[src/design/bba_pkg.sv]
// Shared types and constants for the buddy block allocator.
// Used by bba_ctrl, bba_dp and buddy_block_allocator_top; no dependencies.
package bba_pkg;

	localparam int unsigned POOL_BYTES_DEF = 4096;
	localparam int unsigned MAX_BLOCKS_DEF = 64;

	localparam logic [1:0] ST_OK        = 2'd0;
	localparam logic [1:0] ST_BAD_SIZE  = 2'd1;
	localparam logic [1:0] ST_NO_MEM    = 2'd2;
	localparam logic [1:0] ST_NOT_FOUND = 2'd3;

	localparam logic REQ_ALLOC = 1'b0;
	localparam logic REQ_FREE  = 1'b1;

	typedef struct packed {
		logic        req_type;
		logic [15:0] req_size;
		logic [31:0] free_address;
	} req_t;

	typedef struct packed {
		logic [1:0]  status;
		logic [31:0] block_address;
	} res_t;

	typedef enum logic [3:0] {
		S_CLEAR,
		S_IDLE,
		S_A_SCAN,
		S_A_CHECK,
		S_A_SPLIT,
		S_A_FIN,
		S_F_SCAN,
		S_F_CHECK,
		S_M_START,
		S_M_SCAN,
		S_M_CHECK,
		S_F_FIN
	} state_t;

	typedef enum logic [1:0] {
		MD_ALLOC_FIND,
		MD_SPLIT,
		MD_FREE_FIND,
		MD_MERGE
	} mode_t;

	typedef struct packed {
		logic       clr;
		logic       load;
		logic       scan_start;
		logic       scan;
		mode_t      mode;
		logic       a_fin;
		logic       f_fin;
		logic       merge_step;
		logic       emit;
		logic [1:0] code;
	} ctrl_t;

	typedef struct packed {
		logic clr_done;
		logic scan_done;
		logic found;
		logic bad_size;
		logic short_tbl;
		logic no_split;
		logic split_done;
		logic can_merge;
	} sts_t;

	// ceil(log2(v)) for v >= 1
	function automatic logic [4:0] ceil_lg16(input logic [15:0] v);
		logic [15:0] m;
		logic [4:0]  r;
		m = v - 16'd1;
		r = '0;
		for (int i = 0; i < 16; i++) begin
			if (m[i]) r = 5'(i + 1);
		end
		return r;
	endfunction

endpackage

[src/design/bba_ctrl.sv]
// Sequencer for the buddy block allocator: clearing pass, scans, split and merge steps.
// Depends on bba_pkg; drives bba_dp through ctrl_t and reads sts_t.
module bba_ctrl import bba_pkg::*; (
	input  logic   clk,
	input  logic   arst_n,
	input  logic   start,
	input  logic   req_type,
	input  sts_t   sts,
	output ctrl_t  ctrl,
	output logic   busy
);

	state_t state_q, state_nxt;

	always_ff @(posedge clk or negedge arst_n) begin
		if (!arst_n) begin
			state_q <= S_CLEAR;
		end else begin
			state_q <= state_nxt;
		end
	end

	always_comb begin
		state_nxt = state_q;
		case (state_q)
			S_CLEAR: begin
				if (sts.clr_done) state_nxt = S_IDLE;
			end
			S_IDLE: begin
				if (start) state_nxt = (req_type == REQ_FREE) ? S_F_SCAN : S_A_SCAN;
			end
			S_A_SCAN: begin
				if (sts.scan_done) state_nxt = S_A_CHECK;
			end
			S_A_CHECK: begin
				if (sts.bad_size || !sts.found || sts.short_tbl) state_nxt = S_IDLE;
				else if (sts.no_split) state_nxt = S_A_FIN;
				else state_nxt = S_A_SPLIT;
			end
			S_A_SPLIT: begin
				if (sts.split_done) state_nxt = S_A_FIN;
			end
			S_A_FIN: state_nxt = S_IDLE;
			S_F_SCAN: begin
				if (sts.scan_done) state_nxt = S_F_CHECK;
			end
			S_F_CHECK: begin
				state_nxt = sts.found ? S_M_START : S_IDLE;
			end
			S_M_START: begin
				state_nxt = sts.can_merge ? S_M_SCAN : S_F_FIN;
			end
			S_M_SCAN: begin
				if (sts.scan_done) state_nxt = S_M_CHECK;
			end
			S_M_CHECK: begin
				state_nxt = sts.found ? S_M_START : S_F_FIN;
			end
			S_F_FIN: state_nxt = S_IDLE;
			default: state_nxt = S_IDLE;
		endcase
	end

	always_comb begin
		ctrl = '0;
		ctrl.mode = MD_ALLOC_FIND;
		ctrl.code = ST_OK;
		busy = (state_q != S_IDLE);
		case (state_q)
			S_CLEAR: ctrl.clr = 1'b1;
			S_IDLE: begin
				if (start) begin
					ctrl.load = 1'b1;
					ctrl.scan_start = 1'b1;
				end
			end
			S_A_SCAN: begin
				ctrl.scan = 1'b1;
				ctrl.mode = MD_ALLOC_FIND;
			end
			S_A_CHECK: begin
				if (sts.bad_size) begin
					ctrl.emit = 1'b1;
					ctrl.code = ST_BAD_SIZE;
				end else if (!sts.found || sts.short_tbl) begin
					ctrl.emit = 1'b1;
					ctrl.code = ST_NO_MEM;
				end else if (!sts.no_split) begin
					// load the split count
					ctrl.scan_start = 1'b1;
					ctrl.mode = MD_SPLIT;
				end
			end
			S_A_SPLIT: begin
				ctrl.scan = 1'b1;
				ctrl.mode = MD_SPLIT;
			end
			S_A_FIN: begin
				ctrl.a_fin = 1'b1;
				ctrl.emit = 1'b1;
				ctrl.code = ST_OK;
			end
			S_F_SCAN: begin
				ctrl.scan = 1'b1;
				ctrl.mode = MD_FREE_FIND;
			end
			S_F_CHECK: begin
				if (!sts.found) begin
					ctrl.emit = 1'b1;
					ctrl.code = ST_NOT_FOUND;
				end
			end
			S_M_START: begin
				if (sts.can_merge) begin
					ctrl.scan_start = 1'b1;
					ctrl.mode = MD_MERGE;
				end
			end
			S_M_SCAN: begin
				ctrl.scan = 1'b1;
				ctrl.mode = MD_MERGE;
			end
			S_M_CHECK: begin
				if (sts.found) ctrl.merge_step = 1'b1;
			end
			S_F_FIN: begin
				ctrl.f_fin = 1'b1;
				ctrl.emit = 1'b1;
				ctrl.code = ST_OK;
			end
			default: ctrl = '0;
		endcase
	end

endmodule

[src/design/bba_dp.sv]
// Datapath for the buddy block allocator: block table memory, scan pipeline,
// match logic, split/merge registers and the result register. Depends on bba_pkg.
module bba_dp import bba_pkg::*; #(
	parameter int unsigned POOL_BYTES = POOL_BYTES_DEF,
	parameter int unsigned MAX_BLOCKS = MAX_BLOCKS_DEF
) (
	input  logic        clk,
	input  logic        arst_n,
	input  logic        cfg_we,
	input  logic [31:0] cfg_wdata,
	input  req_t        req,
	input  ctrl_t       ctrl,
	output sts_t        sts,
	output logic        done,
	output res_t        res
);

	localparam int unsigned POOL_LG = $clog2(POOL_BYTES + 1) - 1;
	localparam int unsigned OFF_W   = POOL_LG;
	localparam int unsigned LG_W    = $clog2(POOL_LG + 1);
	localparam int unsigned IDX_W   = $clog2(MAX_BLOCKS);
	localparam int unsigned CNT_W   = IDX_W + 1;
	localparam int unsigned ENT_W   = 2 + LG_W + OFF_W;
	localparam logic [31:0] POOL_SIZE = 32'(1 << POOL_LG);
	localparam logic [IDX_W-1:0] LAST = IDX_W'(MAX_BLOCKS - 1);

	logic [ENT_W-1:0] mem [MAX_BLOCKS];

	logic [31:0]      base_q;
	logic [4:0]       want_q;
	logic             bad_q;
	logic [31:0]      foff_q;

	logic [IDX_W-1:0] addr_q;
	logic             issue_q;
	logic             vld_s1;
	logic [IDX_W-1:0] idx_s1;
	logic [ENT_W-1:0] rdata_s1;
	logic [IDX_W-1:0] clr_q;

	logic             found_q;
	logic [IDX_W-1:0] tgt_idx_q;
	logic [OFF_W-1:0] tgt_off_q;
	logic [LG_W-1:0]  tgt_lg_q;
	logic [CNT_W-1:0] spare_q;
	logic [LG_W-1:0]  rem_q;

	logic             done_q;
	res_t             res_q;

	logic             e_vld, e_alc;
	logic [LG_W-1:0]  e_lg;
	logic [OFF_W-1:0] e_off;
	logic             proc;
	logic             a_hit, f_hit, m_hit, s_hit;
	logic [OFF_W-1:0] bud_off, new_off;
	logic [LG_W-1:0]  new_lg;
	logic [5:0]       need6;

	logic             we;
	logic [IDX_W-1:0] waddr;
	logic [ENT_W-1:0] wdata;

	assign e_vld = rdata_s1[ENT_W-1];
	assign e_alc = rdata_s1[ENT_W-2];
	assign e_lg  = rdata_s1[OFF_W+LG_W-1:OFF_W];
	assign e_off = rdata_s1[OFF_W-1:0];

	assign proc    = ctrl.scan & vld_s1;
	assign need6   = 6'(tgt_lg_q) - 6'(want_q);
	assign bud_off = tgt_off_q ^ (OFF_W'(1) << tgt_lg_q);
	assign new_lg  = LG_W'(6'(want_q) + 6'(rem_q) - 6'd1);
	assign new_off = tgt_off_q + (OFF_W'(1) << new_lg);

	assign a_hit = e_vld & ~e_alc & (6'(e_lg) >= 6'(want_q)) & (~found_q | (e_off < tgt_off_q));
	assign f_hit = e_vld & e_alc & (32'(e_off) == foff_q) & ~found_q;
	assign m_hit = e_vld & ~e_alc & (e_off == bud_off) & (e_lg == tgt_lg_q);
	assign s_hit = ~e_vld & (rem_q != '0);

	always_comb begin
		we    = 1'b0;
		waddr = idx_s1;
		wdata = '0;
		if (ctrl.clr) begin
			we    = 1'b1;
			waddr = clr_q;
			if (clr_q == '0) wdata = {1'b1, 1'b0, LG_W'(POOL_LG), {OFF_W{1'b0}}};
		end else if (ctrl.a_fin) begin
			we    = 1'b1;
			waddr = tgt_idx_q;
			wdata = {1'b1, 1'b1, LG_W'(want_q), tgt_off_q};
		end else if (ctrl.f_fin) begin
			we    = 1'b1;
			waddr = tgt_idx_q;
			wdata = {1'b1, 1'b0, tgt_lg_q, tgt_off_q};
		end else if (proc && ctrl.mode == MD_SPLIT && s_hit) begin
			// upper half of the current split goes to this free slot
			we    = 1'b1;
			wdata = {1'b1, 1'b0, new_lg, new_off};
		end else if (proc && ctrl.mode == MD_MERGE && m_hit) begin
			// drop the buddy; the survivor is written at the end
			we    = 1'b1;
		end
	end

	always_ff @(posedge clk) begin
		if (we) mem[waddr] <= wdata;
		rdata_s1 <= mem[addr_q];
	end

	always_ff @(posedge clk or negedge arst_n) begin
		if (!arst_n) begin
			base_q    <= '0;
			addr_q    <= '0;
			issue_q   <= 1'b0;
			vld_s1    <= 1'b0;
			idx_s1    <= '0;
			clr_q     <= '0;
			found_q   <= 1'b0;
			spare_q   <= '0;
			rem_q     <= '0;
			done_q    <= 1'b0;
		end else begin
			if (cfg_we) base_q <= cfg_wdata;
			if (ctrl.clr && clr_q != LAST) clr_q <= clr_q + IDX_W'(1);
			done_q <= ctrl.emit;

			if (ctrl.scan_start) begin
				addr_q  <= '0;
				issue_q <= 1'b1;
				vld_s1  <= 1'b0;
			end else begin
				vld_s1 <= issue_q;
				if (issue_q) begin
					idx_s1 <= addr_q;
					if (addr_q == LAST) issue_q <= 1'b0;
					else addr_q <= addr_q + IDX_W'(1);
				end
			end

			if (ctrl.scan_start) begin
				found_q <= 1'b0;
				spare_q <= '0;
				if (ctrl.mode == MD_SPLIT) rem_q <= LG_W'(need6);
			end else if (proc) begin
				case (ctrl.mode)
					MD_ALLOC_FIND: begin
						if (!e_vld) spare_q <= spare_q + CNT_W'(1);
						if (a_hit) found_q <= 1'b1;
					end
					MD_SPLIT: begin
						if (s_hit) rem_q <= rem_q - LG_W'(1);
					end
					MD_FREE_FIND: begin
						if (f_hit) found_q <= 1'b1;
					end
					MD_MERGE: begin
						if (m_hit) found_q <= 1'b1;
					end
					default: found_q <= found_q;
				endcase
			end
		end
	end

	// request, target block and result registers: lowest-offset free block that fits on allocate, current block on free
	always_ff @(posedge clk) begin
		if (ctrl.load) begin
			want_q <= ceil_lg16(req.req_size);
			bad_q  <= (req.req_size == 16'd0) || (32'(req.req_size) > POOL_SIZE);
			foff_q <= req.free_address - base_q;
		end
		if (proc && ((ctrl.mode == MD_ALLOC_FIND && a_hit) ||
				(ctrl.mode == MD_FREE_FIND && f_hit))) begin
			tgt_idx_q <= idx_s1;
			tgt_off_q <= e_off;
			tgt_lg_q  <= e_lg;
		end else if (ctrl.merge_step) begin
			tgt_off_q <= tgt_off_q & ~(OFF_W'(1) << tgt_lg_q);
			tgt_lg_q  <= tgt_lg_q + LG_W'(1);
		end
		if (ctrl.emit) begin
			res_q.status        <= ctrl.code;
			res_q.block_address <= ctrl.a_fin ? (base_q + 32'(tgt_off_q)) : 32'd0;
		end
	end

	assign sts.clr_done   = (clr_q == LAST);
	assign sts.scan_done  = vld_s1 && (idx_s1 == LAST);
	assign sts.found      = found_q;
	assign sts.bad_size   = bad_q;
	assign sts.short_tbl  = (32'(need6) > 32'(spare_q));
	assign sts.no_split   = (need6 == 6'd0);
	assign sts.split_done = (rem_q == '0);
	assign sts.can_merge  = (6'(tgt_lg_q) < 6'(POOL_LG));

	assign done = done_q;
	assign res  = res_q;

endmodule

[src/design/buddy_block_allocator_top.sv]
// Channel   | signals                 | handshake
// request   | start, busy, req        | taken when start && !busy
// result    | done, res               | one-cycle strobe, no backpressure
// config    | cfg_we, cfg_wdata       | pool_base written when cfg_we
//
// Top level of the buddy block allocator; depends on bba_pkg, bba_ctrl, bba_dp.
// Each table scan reads one entry per cycle from the table memory.
// Allocate takes one scan plus one more when a split is needed. Free takes one
// scan plus one per merge attempt. After reset a clearing pass over the table
// keeps busy high. The result is registered and shows in the cycle after the
// request completes; the receiver cannot stall it.
module buddy_block_allocator_top import bba_pkg::*; #(
	parameter int unsigned POOL_BYTES = POOL_BYTES_DEF,
	parameter int unsigned MAX_BLOCKS = MAX_BLOCKS_DEF
) (
	input  logic        clk,
	input  logic        arst_n,
	input  logic        start,
	output logic        busy,
	input  req_t        req,
	input  logic        cfg_we,
	input  logic [31:0] cfg_wdata,
	output logic        done,
	output res_t        res
);

	ctrl_t ctrl;
	sts_t  sts;

	bba_ctrl u_ctrl (
		.clk      (clk),
		.arst_n   (arst_n),
		.start    (start),
		.req_type (req.req_type),
		.sts      (sts),
		.ctrl     (ctrl),
		.busy     (busy)
	);

	bba_dp #(
		.POOL_BYTES (POOL_BYTES),
		.MAX_BLOCKS (MAX_BLOCKS)
	) u_dp (
		.clk       (clk),
		.arst_n    (arst_n),
		.cfg_we    (cfg_we),
		.cfg_wdata (cfg_wdata),
		.req       (req),
		.ctrl      (ctrl),
		.sts       (sts),
		.done      (done),
		.res       (res)
	);

	a_done_after_busy: assert property (@(posedge clk) disable iff (!arst_n)
		done |-> $past(busy))
		else $error("result strobe without a transaction in flight");

	a_emit_to_done: assert property (@(posedge clk) disable iff (!arst_n)
		ctrl.emit |=> done)
		else $error("emitted result did not reach the strobe");

	a_fail_zero_addr: assert property (@(posedge clk) disable iff (!arst_n)
		(done && res.status != ST_OK) |-> (res.block_address == 32'd0))
		else $error("failed transaction returned a nonzero address");

endmodule

[config.mk]
export PLATFORM = sky130hd
export DESIGN_NAME = buddy_block_allocator_top
export DESIGN_NICKNAME = d
export VERILOG_FILES = /design/src/design/bba_pkg.sv /design/src/design/bba_ctrl.sv /design/src/design/bba_dp.sv /design/src/design/buddy_block_allocator_top.sv
export SDC_FILE = /design/constraint.sdc
export NUM_CORES = 1
export LEC_CHECK = 0
export BUFFER_PORTS_ARGS = -buffer_cell sky130_fd_sc_hd__buf_2
export CAP_MARGIN = 20
export CORE_UTILIZATION = 45
export DETAILED_ROUTE_END_ITERATION = 10
export PLACE_DENSITY = 0.65
export SYNTH_ARGS = -nofsm -noshare
export SYNTH_HDL_FRONTEND = slang
export SYNTH_SLANG_ARGS = --single-unit
[constraint.sdc]
create_clock -name clk -period 7.6 [get_ports clk]
set_input_delay 0.38 -clock clk [delete_from_list [all_inputs] [get_ports clk]]
set_output_delay 0.38 -clock clk [all_outputs]
set_load 0.01 [all_outputs]
* Yosys cells after proc, flatten, opt, wreduce, memory -nomap -nowiden
Memories as Yosys holds them, arrays and structs flattened. A register that Yosys moved wholly into a read port is not among the register bits.
Cells that the tools add are included.
** Operators by class
- Add/subtract/negate cells :: 12
- $lt $le $gt $ge :: 5
- Eq/ne operators :: 33
- Shift operators :: 2
- Mux-type cells :: 91
- Bitwise gates (word level) :: 18
- Reductions and logical operators :: 36
** Operators with widths (count)
- 2-to-1 mux 4 bit :: 23
- 2-to-1 mux 18 bit :: 5
- one-hot mux 4 bit (10 select lines) :: 1
- 2-to-1 mux 6 bit :: 6
- adder 32 x 12 -> 32 bit :: 1
- equality test 12 x 32 -> 1 bit :: 1
- subtractor 32 bit :: 1
- 2-to-1 mux 1 bit :: 30
- 2-to-1 mux 7 bit :: 4
- 2-to-1 mux 12 bit :: 2
- 2-to-1 mux 3 bit :: 8
- << shifter 1 x 4 -> 12 bit (first input constant) :: 2
- equality test 6 bit (second input constant) :: 3
- equality test 4 x 3 -> 1 bit (second input constant) :: 4
- equality test 4 bit (second input constant) :: 4
- > comparator 16 x 13 -> 1 bit (second input constant) :: 1
- logical NOT 16 bit :: 1
- 2-to-1 mux 2 bit :: 8
- != test 2 bit (second input constant) :: 8
- subtractor 16 x 1 -> 16 bit (second input constant) :: 1
- adder 12 bit :: 1
- adder 6 x 1 -> 6 bit (second input constant) :: 2
- bitwise AND 12 bit :: 1
- equality test 12 bit :: 1
- other kinds (39) :: 78
** Word-level totals
- Register bits :: 163
- Memory bits (writable) :: 1152
- Bits of input ports :: 85
- Word-level logic and storage cells :: 217
- Memories :: 1
** Memory list
- u_dp.mem :: depth 64, width 18, read ports 1, clocked after Yosys merged registers in 1, write ports 1, RTL line bba_dp.sv:27 : logic [ENT_W-1:0] mem [MAX_BLOCKS];

* Depth between registers and ports, before layout
Gate-level depths: netlist of run 1.
- Depth in word-level cells :: 16
- Gate-level depth with buffers :: 24

* By module
From an unflattened synthesis of run 1, not the netlist that was laid out.
** Unflattened totals
- Cells, all modules :: 3011
- Area total of the unflattened synthesis :: 56133.8 µm²
** By module, submodules not included
- bba_dp :: times used 1, cells each 2947, area each 55619.6 µm²
- bba_ctrl :: times used 1, cells each 64, area each 514.2 µm²

* Worst setup path before layout of run 1
OpenSTA, ideal clock, no wires.
- Path type :: reg-to-reg
- Start point :: reg u_dp.want_q[1]
- End point :: mem u_dp.mem[0][9] (netlist name), data pin
- Arrival time :: 6.110 ns
- Data required time :: 6.898 ns
- Path slack :: 0.789 ns
- Cell stages (with the launch flop) :: 20
- Period minus slack after synthesis :: 6.811 ns
- Cells stage by stage :: edfxtp_1 > inv_1 > ha_1 > inv_1 > ha_1 > fa_1 > xnor2_1 > xnor2_1 > nand2b_1 > nor3_1 > ha_1 > a21o_1 > a21oi_1 > nor2b_1 > o21a_1 > o22ai_1 > o21ai_0 > nor2_1 > xor2_1 > o21ai_0
** On the way
- Word-level cells in the longest chain between the ends :: 13
** RTL lines
- start, declared :: RTL line bba_dp.sv:30 : logic [4:0] want_q;
- start signal, assigned :: RTL line bba_dp.sv:169 : want_q <= ceil_lg16(req.req_size);
- subtractor 4 x 5 -> 6 bit :: RTL line bba_dp.sv:70 : assign need6 = 6'(tgt_lg_q) - 6'(want_q);
- > comparator 6 x 7 -> 1 bit or logical NOT 6 bit (tied branches) :: RTL line bba_dp.sv:192, bba_dp.sv:193
- logical OR 1 bit or 2-to-1 mux 1 bit (tied branches) :: RTL line bba_ctrl.sv:85, bba_ctrl.sv:88
- 2-to-1 mux 2 bit :: RTL line bba_ctrl.sv:85 : end else if (!sts.found || sts.short_tbl) begin
- 2-to-1 mux 2 bit :: RTL line bba_ctrl.sv:82 : if (sts.bad_size) begin
- one-hot mux 2 bit (5 select lines) :: RTL line bba_ctrl.sv:69 : case (state_q)
- equality test 2 x 1 -> 1 bit :: RTL line bba_dp.sv:96 : end else if (proc && ctrl.mode == MD_SPLIT && s_hit) begin
- logical AND 1 bit (2 in series) :: RTL line bba_dp.sv:96
- 2-to-1 mux 18 bit * :: RTL line bba_dp.sv:96
- 2-to-1 mux 18 bit * :: RTL line bba_dp.sv:92 : end else if (ctrl.f_fin) begin
- 2-to-1 mux 18 bit * :: RTL line bba_dp.sv:88 : end else if (ctrl.a_fin) begin
- 2-to-1 mux 18 bit * :: RTL line bba_dp.sv:84 : if (ctrl.clr) begin
- net u_dp.wdata[9] :: RTL line bba_dp.sv:62 : logic [ENT_W-1:0] wdata;
- end, declared :: RTL line bba_dp.sv:27
Mark *: on every way through the listed nets, which the timed path passes. The rest lies on a longest branch.

* Worst setup path after layout of run 1
- Start point :: reg u_dp.tgt_lg_q[0]
- End point :: mem u_dp.mem[9][1] (netlist name), enable pin
** On the way
- Word-level cells in the longest chain between the ends :: 16
** RTL lines
- start, declared :: RTL line bba_dp.sv:44 : logic [LG_W-1:0] tgt_lg_q;
- start signal, assigned :: RTL line bba_dp.sv:177 : tgt_lg_q <= e_lg;
- start signal, assigned :: RTL line bba_dp.sv:180 : tgt_lg_q <= tgt_lg_q + LG_W'(1);
- subtractor 4 x 5 -> 6 bit :: RTL line bba_dp.sv:70
- > comparator 6 x 7 -> 1 bit or logical NOT 6 bit (tied branches) :: RTL line bba_dp.sv:192, bba_dp.sv:193
- logical OR 1 bit or 2-to-1 mux 1 bit (tied branches) :: RTL line bba_ctrl.sv:85, bba_ctrl.sv:88
- 2-to-1 mux 2 bit :: RTL line bba_ctrl.sv:85
- 2-to-1 mux 2 bit :: RTL line bba_ctrl.sv:82
- one-hot mux 2 bit (5 select lines) :: RTL line bba_ctrl.sv:69
- equality test 2 bit :: RTL line bba_dp.sv:100 : end else if (proc && ctrl.mode == MD_MERGE && m_hit) begin
- logical AND 1 bit (2 in series) :: RTL line bba_dp.sv:100
- 2-to-1 mux 1 bit :: RTL line bba_dp.sv:100
- 2-to-1 mux 1 bit * :: RTL line bba_dp.sv:96
- 2-to-1 mux 1 bit * :: RTL line bba_dp.sv:92
- 2-to-1 mux 1 bit * :: RTL line bba_dp.sv:88
- 2-to-1 mux 1 bit * :: RTL line bba_dp.sv:84
- 2-to-1 mux 1 bit * :: RTL line bba_dp.sv:107 : if (we) mem[waddr] <= wdata;
- 2-to-1 mux 1 bit (implied by the code) * :: RTL line bba_dp.sv:107
Mark *: on every way between the ends. The rest lies on a longest branch, timed or not.

==> Flow_metrics.wiki, run 1 <==
{| class="wikitable"
! Metric !! Value
|-
| Slew HR || 0.226
|-
| Synth warnings || 0
|-
| Post-route fraction of the period consumed by the critical path || 0.870
|-
| Antenna-violating nets left || 0
|-
| Maximum buffer depth of the clock tree || 3
|-
| Relative area change from synthesis to final layout || 13.8%
|-
| Number of clock sinks || ~1300
|-
| Area fraction of the dominant cell type after synthesis || 0.667
|-
| Cell with the most instances after synthesis || edfxtp_1
|-
| Total power || 22600 uW
|-
| Initial cell density of the core || 0.453
|-
| Total via count after detailed routing || between 20000 and 30000
|-
| Kind of path behind the tightest hold check || input pin to flip-flop
|-
| Top area cells in the synthesized netlist || edfxtp_1 (67%), mux4_2 (15%), dfrtp_1 (3.1%)
|-
| Residual DRC count || 0
|-
| Synth cell types || 76
|-
| Worst slew pin tran || 1.15 ns
|-
| Simple-gate share of the synthesized area || 0.0433
|-
| Total length of routed wires || approximately 140000 um
|-
| Critical Path Fanout Max || 18
|-
| 1st-pass router iterations || 7
|-
| # nets final || 3452
|-
| F_max || roughly 0.15 GHz
|-
| Combinational family with the most area after synthesis || multiplexers
|-
| IO Port Bufs || between 100 and 150
|-
| Compound-Gate Fraction of Synth Area || 0.0332
|-
| Total number of H-tree levels || 4
|-
| Last weighted congestion value of the routability-driven placer || ~0.89
|-
| Per-cell via count in the routed design || 5.93
|-
| Vias in the first global route || slightly below 30000
|-
| Maximum number of pins on one net before global-route repair || 109
|-
| Drt initial violations || between 3000 and 4000
|-
| Clock root buffer || clkbuf_16
|-
| Synthesized area per cell || 18.6 um^2
|-
| Sequential share of the synthesized area || 0.705
|-
| Max-capacitance violation count || 0
|-
| HPWL Detailed || ~90000 um
|-
| Die outline area || between 0.1 and 0.15 mm^2
|-
| Power per unit of standard cell area || 354 mW/mm^2
|-
| Die H || 355 um
|-
| Required arrival time at the worst endpoint || 7.96 ns
|-
| Critical Path Slowest Stage Cell || nor2_2
|-
| Final design instance area without fill || 0.0638 mm^2
|-
| TritonCTS clock tree || done
|-
| Number of synthesized flops with an enable pin || ~1200
|-
| Synthesized Nets || roughly 3200
|-
| Worst endpoint data arrival time || ~7.0 ns
|-
| Cell accounting for the most synthesized area || edfxtp_1
|-
| Worst stage delay on the critical path || between 1 and 1.5 ns
|-
| Cell repeated most along the worst path || ha_1
|-
| Final max-slew violation count || 0
|-
| Peak supply drop || between 300 and 400 uV
|-
| Outcome || finished, final reports clean
|-
| Initial antenna violation count || 7
|-
| Global route overflow || 0
|-
| Launch point of the worst reg-to-reg path || u_dp.tgt_lg_q[0]
|-
| Number of setup violations in the final report || 0
|-
| Synthesized area || roughly 0.056 mm^2
|-
| Core Area || 0.124 mm^2
|-
| Wire length of the first global-routing pass || approximately 200000 um
|-
| I/O pin count || roughly 120
|-
| P_leak || 0.0212 uW
|-
| Combined buffer and inverter count along the critical path || 1
|-
| Cell class contributing the biggest share of worst-path delay || simple AND/OR/NAND/NOR gates
|-
| Final Hold Violating Endpoints || 0
|-
| Launching instance or port of the critical path || u_dp.tgt_lg_q[0]
|-
| Most frequent cells after synthesis || edfxtp_1 (1246), mux4_2 (378), nor2_1 (173), nand2_1 (120), ha_1 (113)
|-
| Area after detailed placement || 0.0591 mm^2
|-
| Setup Total Neg Slack || 0 ns
|-
| Clock Latency Late Sink || 0.76 ns
|-
| Cell chain of the critical path || inv_1, ha_1, fa_1, nor2b_1, o21ai_0, nand2b_1, xnor2_1, ha_1, a21o_1, a21oi_1, nor2_1, o22ai_1, nand4_1, nand2_1, or2_2, ha_1, and3_1, nor4_1, nor2b_1, nand2_1, nor2_2
|-
| Post-synthesis share of cell area spent on xor and xnor gates || 0.0167
|-
| CTS clk-pin slew, worst paths || 0.06 ns
|-
| Count of mapped cells out of synthesis || 3006
|-
| Share of layout cells above drive strength 1 || 0.266
|-
| Async set or reset register ratio after synthesis || 0.0518
|-
| Utilization after layout || 0.516
|-
| Type of the worst setup path || flip-flop to flip-flop
|-
| Overall Global Routing Usage || 0.223
|-
| Final worst path period need || between 6 and 7 ns
|-
| Unrepaired setup endpoints after global routing || false
|-
| Horizontal die dimension || between 300 and 400 um
|-
| Most used DFF post-synth || edfxtp_1
|-
| Post-detailed-route wirelength per cell || between 20 and 30 um
|-
| Critical path endpoint category || flip-flop
|-
| Number of buffers created by CTS || ~140
|-
| Mux share of post-synthesis cell area || 0.158
|-
| Critical hold path startpoint || req[31]
|-
| Worst setup SP type || flip-flop
|-
| # rows || ~130
|-
| Share of synthesized cell area in full adder, half adder and majority cells || 0.0270
|-
| Clock skew after layout || 0.0319 ns
|-
| #FFs+latches synth || 1333
|}
## per-layer routing
metal / vias to the layer above / track usage / share of wire
met5: - / 0 / 0.00030
met4: 6 / 0.0669 / 0.026
met3: 191 / 0.0339 / 0.072
met2: 1306 / 0.356 / 0.48
met1: 15500 / 0.318 / 0.42
li1: 12600 / - / -
## cells in the final DEF, fill, tap and decap left out, types with 22 or more instances in the layout
| cell type | netlist | routed |
|---|---|---|
| buf_2 | 35 | 119 |
| clkinv_1 | 0 | 24 |
| edfxtp_1 | 1246 | 1246 |
| buf_4 | 1 | 76 |
| ha_1 | 113 | 113 |
| nand2_1 | 120 | 119 |
| a21oi_1 | 70 | 70 |
| clkbuf_16 | 0 | 139 |
| clkinv_2 | 0 | 33 |
| nor2_1 | 173 | 115 |
| inv_1 | 106 | 104 |
| xnor2_1 | 66 | 66 |
| nor3_1 | 31 | 31 |
| clkbuf_1 | 87 | 33 |
| dlygate4sd3_1 | 0 | 36 |
| xor2_1 | 41 | 41 |
| mux4_2 | 378 | 378 |
| nand3_1 | 29 | 27 |
| a21o_1 | 24 | 24 |
| nor4_1 | 29 | 28 |
| mux2_2 | 22 | 22 |
| o21ai_0 | 91 | 83 |
| dfrtp_1 | 69 | 65 |
| nor2_2 | 0 | 58 |
## repair_timing
item,4_1_cts,5_1_grt
setup buffers,0,0
resized for setup,0,0
endpoints found under the hold margin,64,0
setup endpoints to repair,0,0
hold buffers,36,0
## final cells by class
cell class	count	area, um^2
clock buffer	173	3620
multi-input combinational	1436	15900
tap	1637	2050
timing repair buffer	235	1610
clock inverter	76	678
inverter	106	400
antenna	1	2.50
fill	9742	59900
sequential	1333	39500
## cells by family after synthesis
family	Yosys count
AOI/OAI and AO/OA	295
DFF	1333
and+or+nand+nor	505
adders and majority gates	118
muxes	411
xor gates and xnor gates	107
buffers and inverters	237
## per-stage QoR
stage,worst slack [ns],hold WS [ns],instances
global route,0.642,0.0800,4996
global placement,1.20,0.337,4710
CTS,1.07,0.0419,4996
finish,0.985,0.0931,4997
floorplan,0.789,0.0844,3006
detailed placement,1.10,0.347,4711
## worst min-delay path, delay by kind of cell
family | cells | cell delay, ns
xor+xnor | 2 | 0.26
buf+inv | 1 | 0.08
## worst paths after layout
check | to | slack, ns | cells past startpoint
hold reg to reg | u_dp.tgt_idx_q[4] | 0.50 | 0
setup reg to reg | u_dp.mem[9][1] | 0.99 | 21
max in group asynchronous | u_dp.addr_q[1] | 6.54 | 3
min in group asynchronous | u_dp.base_q[26] | 0.10 | 2
hold / removal | u_dp.foff_q[31] | 0.09 | 3
setup / recovery | u_dp.mem[9][1] | 0.99 | 21
## power by group
part,internal (uW),total (uW),switching [uW]
logic,2830,6850,4020
clock network,3560,6400,2840
registers,8810,9340,529
## state kept, by name (all words and copies together), names as in the netlist, 5 cells and up
signal          count
u_dp.res           34
u_dp.spare_q        7
u_dp.clr_q          6
u_dp.foff_q        32
u_dp.want_q         5
u_dp.rdata_s1      18
u_dp.tgt_idx_q      6
u_dp.tgt_off_q     12
u_dp.addr_q         6
u_dp.base_q        32
u_dp.mem         1152
u_dp.idx_s1         6
Note: power is estimated with default switching activity, not from simulation.
==> run 2: changes to the inputs <==
- SLEW_MARGIN: not set -> 40
- clock period: 7.6 -> 6.5 ns (I/O delays scaled with it)
==> run 2 against run 1 <==
Net effect:
- final cell count fell by 0.16%
- largest cell class unchanged
- critical endpoint is now u_dp.mem[4][11]
- worst setup slack got worse by 0.038 ns
- clock power rose by 27%
- die area did not move
- first-iteration DRC count fell by 4.2%
==> Flow_metrics.wiki, run 2 (synthesized netlist as in run 1, its figures left out) <==
{| class="wikitable"
! Metric !! Value
|-
| Outcome || finished, final reports clean (unchanged)
|-
| Type of the worst setup path || flip-flop to flip-flop (unchanged)
|-
| Launch point of the worst reg-to-reg path || u_dp.want_q[1] (was u_dp.tgt_lg_q[0])
|-
| Critical hold path startpoint || req[25] (was req[31])
|-
| Wire length of the first global-routing pass || 203000 um (was 204000 um)
|-
| Final Hold Violating Endpoints || 0 (unchanged)
|-
| IO Port Bufs || 120 (unchanged)
|-
| # rows || 129 (unchanged)
|-
| Utilization after layout || 0.522 (was 0.516)
|-
| Required arrival time at the worst endpoint || 6.93 ns (was 7.96 ns)
|-
| # nets final || 3441 (was 3452)
|-
| Final max-slew violation count || 0 (unchanged)
|-
| Most used cells in the layout excluding fill and tap cells || edfxtp_1 (1246), mux4_2 (378), clkbuf_16 (148), buf_2 (119), nand2_1 (115) (was edfxtp_1 (1246), mux4_2 (378), clkbuf_16 (139), nand2_1 (119), buf_2 (119))
|-
| Worst endpoint data arrival time || 5.98 ns (was 6.98 ns)
|-
| Count of inserted antenna diode cells || 0 (was 1)
|-
| Antenna-violating nets left || 0 (unchanged)
|-
| F_max || 0.180 GHz (was 0.151 GHz)
|-
| Initial antenna violation count || 11 (was 7)
|-
| Most common library cell in the layout ignoring fill and taps || edfxtp_1 (unchanged)
|-
| HPWL Detailed || 89700 um (was 90200 um)
|-
| Count of non-filler cells in the finished layout || 4989 (was 4997)
|-
| Post-detailed-route wirelength per cell || 27.8 um (about the same)
|-
| Worst stage delay on the critical path || 0.59 ns (was 1.04 ns)
|-
| Drt initial violations || 3425 (was 3576)
|-
| Final worst path period need || 5.55 ns (was 6.61 ns)
|-
| I/O pin count || 121 (unchanged)
|-
| Setup Total Neg Slack || 0 ns (unchanged)
|-
| Combined buffer and inverter count along the critical path || 3 (was 1)
|-
| Initial cell density of the core || 0.453 (unchanged)
|-
| Per-cell via count in the routed design || 5.93 (about the same)
|-
| Maximum number of pins on one net before global-route repair || 135 (was 109)
|-
| Total length of routed wires || 138000 um (was 139000 um)
|-
| Vias in the first global route || 29900 (was 29800)
|-
| Unrepaired setup endpoints after global routing || false (unchanged)
|-
| CTS clk-pin slew, worst paths || 0.06 ns (about the same)
|-
| Number of setup violations in the final report || 0 (unchanged)
|-
| Cell repeated most along the worst path || ha_1 (unchanged)
|-
| Global route overflow || 0 (unchanged)
|-
| Critical Path Fanout Max || 64 (was 18)
|-
| Clock skew after layout || 0.0435 ns (was 0.0319 ns)
|-
| Maximum buffer depth of the clock tree || 3 (unchanged)
|-
| Slew HR || 0.424 (was 0.226)
|-
| Post-route fraction of the period consumed by the critical path || 0.854 (was 0.870)
|-
| Total power || 27200 uW (was 22600 uW)
|-
| TritonCTS clock tree || done (unchanged)
|-
| Kind of path behind the tightest hold check || input pin to flip-flop (unchanged)
|-
| Horizontal die dimension || 355 um (unchanged)
|-
| Overall Global Routing Usage || 0.222 (was 0.223)
|-
| 1st-pass router iterations || 5 (was 7)
|-
| Number of clock sinks || 1333 (unchanged)
|-
| Critical path endpoint category || flip-flop (unchanged)
|-
| Max-capacitance violation count || 0 (unchanged)
|-
| Residual DRC count || 0 (unchanged)
|-
| Worst setup SP type || flip-flop (unchanged)
|-
| Number of buffers created by CTS || 141 (was 137)
|-
| Last weighted congestion value of the routability-driven placer || 0.925 (was 0.887)
|-
| Clock root buffer || clkbuf_16 (unchanged)
|-
| P_leak || 0.0213 uW (was 0.0212 uW)
|-
| Clock Latency Late Sink || 0.76 ns (about the same)
|-
| Flip-flop count of the largest register after layout || 1152 (unchanged)
|-
| Critical Path Slowest Stage Cell || buf_4 (was nor2_2)
|-
| Relative area change from synthesis to final layout || 15.1% (was 13.8%)
|-
| Post-Route Hold Slack || 0.0471 ns (was 0.0931 ns)
|-
| Launching instance or port of the critical path || u_dp.want_q[1] (was u_dp.tgt_lg_q[0])
|-
| Cell chain of the critical path || inv_1, ha_1, inv_1, ha_1, fa_1, xnor2_1, xnor2_1, nand2b_1, nor3_1, ha_1, a21o_1, a21oi_1, nor2b_1, o21a_1, o22ai_1, o21ai_0, nor4_1, o32ai_1, nand3_2, buf_4 (was inv_1, ha_1, fa_1, nor2b_1, o21ai_0, nand2b_1, xnor2_1, ha_1, a21o_1, a21oi_1, nor2_1, o22ai_1, nand4_1, nand2_1, or2_2, ha_1, and3_1, nor4_1, nor2b_1, nand2_1, nor2_2)
|-
| Total number of H-tree levels || 4 (unchanged)
|-
| Die outline area || 0.126 mm^2 (unchanged)
|-
| Post-CTS setup buffer count || 0 (unchanged)
|-
| Cell class contributing the biggest share of worst-path delay || adder cells (was simple AND/OR/NAND/NOR gates)
|-
| Share of layout cells above drive strength 1 || 0.269 (was 0.266)
|-
| Power per unit of standard cell area || 421 mW/mm^2 (was 354 mW/mm^2)
|-
| Core Area || 0.124 mm^2 (unchanged)
|-
| Placed instance count || 4693 (was 4711)
|-
| Total via count after detailed routing || 29600 (about the same)
|-
| Die H || 355 um (unchanged)
|-
| Most flops, register || u_dp.mem (unchanged)
|-
| Worst slew pin tran || 0.862 ns (was 1.15 ns)
|-
| Peak supply drop || 407 uV (was 303 uV)
|}
==> run 2: worst register-to-register path, stage by stage, from the launching register on <==
cell      delay [ns]
edfxtp_1        0.40
inv_1           0.11
ha_1            0.28
inv_1           0.04
ha_1            0.20
fa_1            0.39
xnor2_1         0.16
xnor2_1         0.44
nand2b_1        0.20
nor3_1          0.40
ha_1            0.31
a21o_1          0.15
a21oi_1         0.22
nor2b_1         0.08
o21a_1          0.19
o22ai_1         0.24
o21ai_0         0.19
nor4_1          0.32
o32ai_1         0.18
nand3_2         0.10
buf_4           0.59
==> run 2: area by class of cell <==
cell class                      count  area (um^2)
Multi-Input combinational cell   1436        16200
Tap cell                         1637         2050
Clock buffer                      172         3800
Fill cell                        9623        59100
Clock inverter                     85          910
Sequential cell                  1333        39500
Timing Repair Buffer              220         1630
Inverter                          106          399
==> run 2: timing repair <==
item	CTS	global route
gates resized for setup	0	0
hold buffers	37	0
endpoints found under the hold margin	105	0
==> run 2: where the power goes <==
group	internal, uW	total (uW)	switching [uW]
combinational	3380	8190	4800
sequential	10300	10900	572
clock	4790	8110	3320
total	18500	27200	8700
==> run 2: worst paths after layout <==
check / endpoint / slack (ns) / cells past startpoint
hold reg to reg: u_dp.tgt_idx_q[3] / 0.51 / 0
setup / recovery: u_dp.mem[4][11] / 0.95 / 20
hold / removal: u_dp.foff_q[25] / 0.05 / 3
min in group asynchronous: u_dp.base_q[30] / 0.26 / 3
setup reg to reg: u_dp.mem[4][11] / 0.95 / 20
max in group asynchronous: u_dp.addr_q[0] / 5.70 / 3
==> run 2: per-stage QoR <==
step	worst slack (ns)	area (um^2)
after floorplan	0.0315	56100
after global placement	0.977	59000
after detailed placement	1.06	59300
after CTS	1.03	64400
after global routing	0.675	64500
final	0.948	64500
==> run 2: layer usage <==
metal	part of all wire	routed length (um)	GRT usage	up-vias
met4	0.025	3480	0.0623	6
met1	0.42	58500	0.320	15500
met2	0.47	65400	0.348	1303
li1	-	-	-	12600
met3	0.080	11000	0.0391	207
met5	0.00036	50	0	-
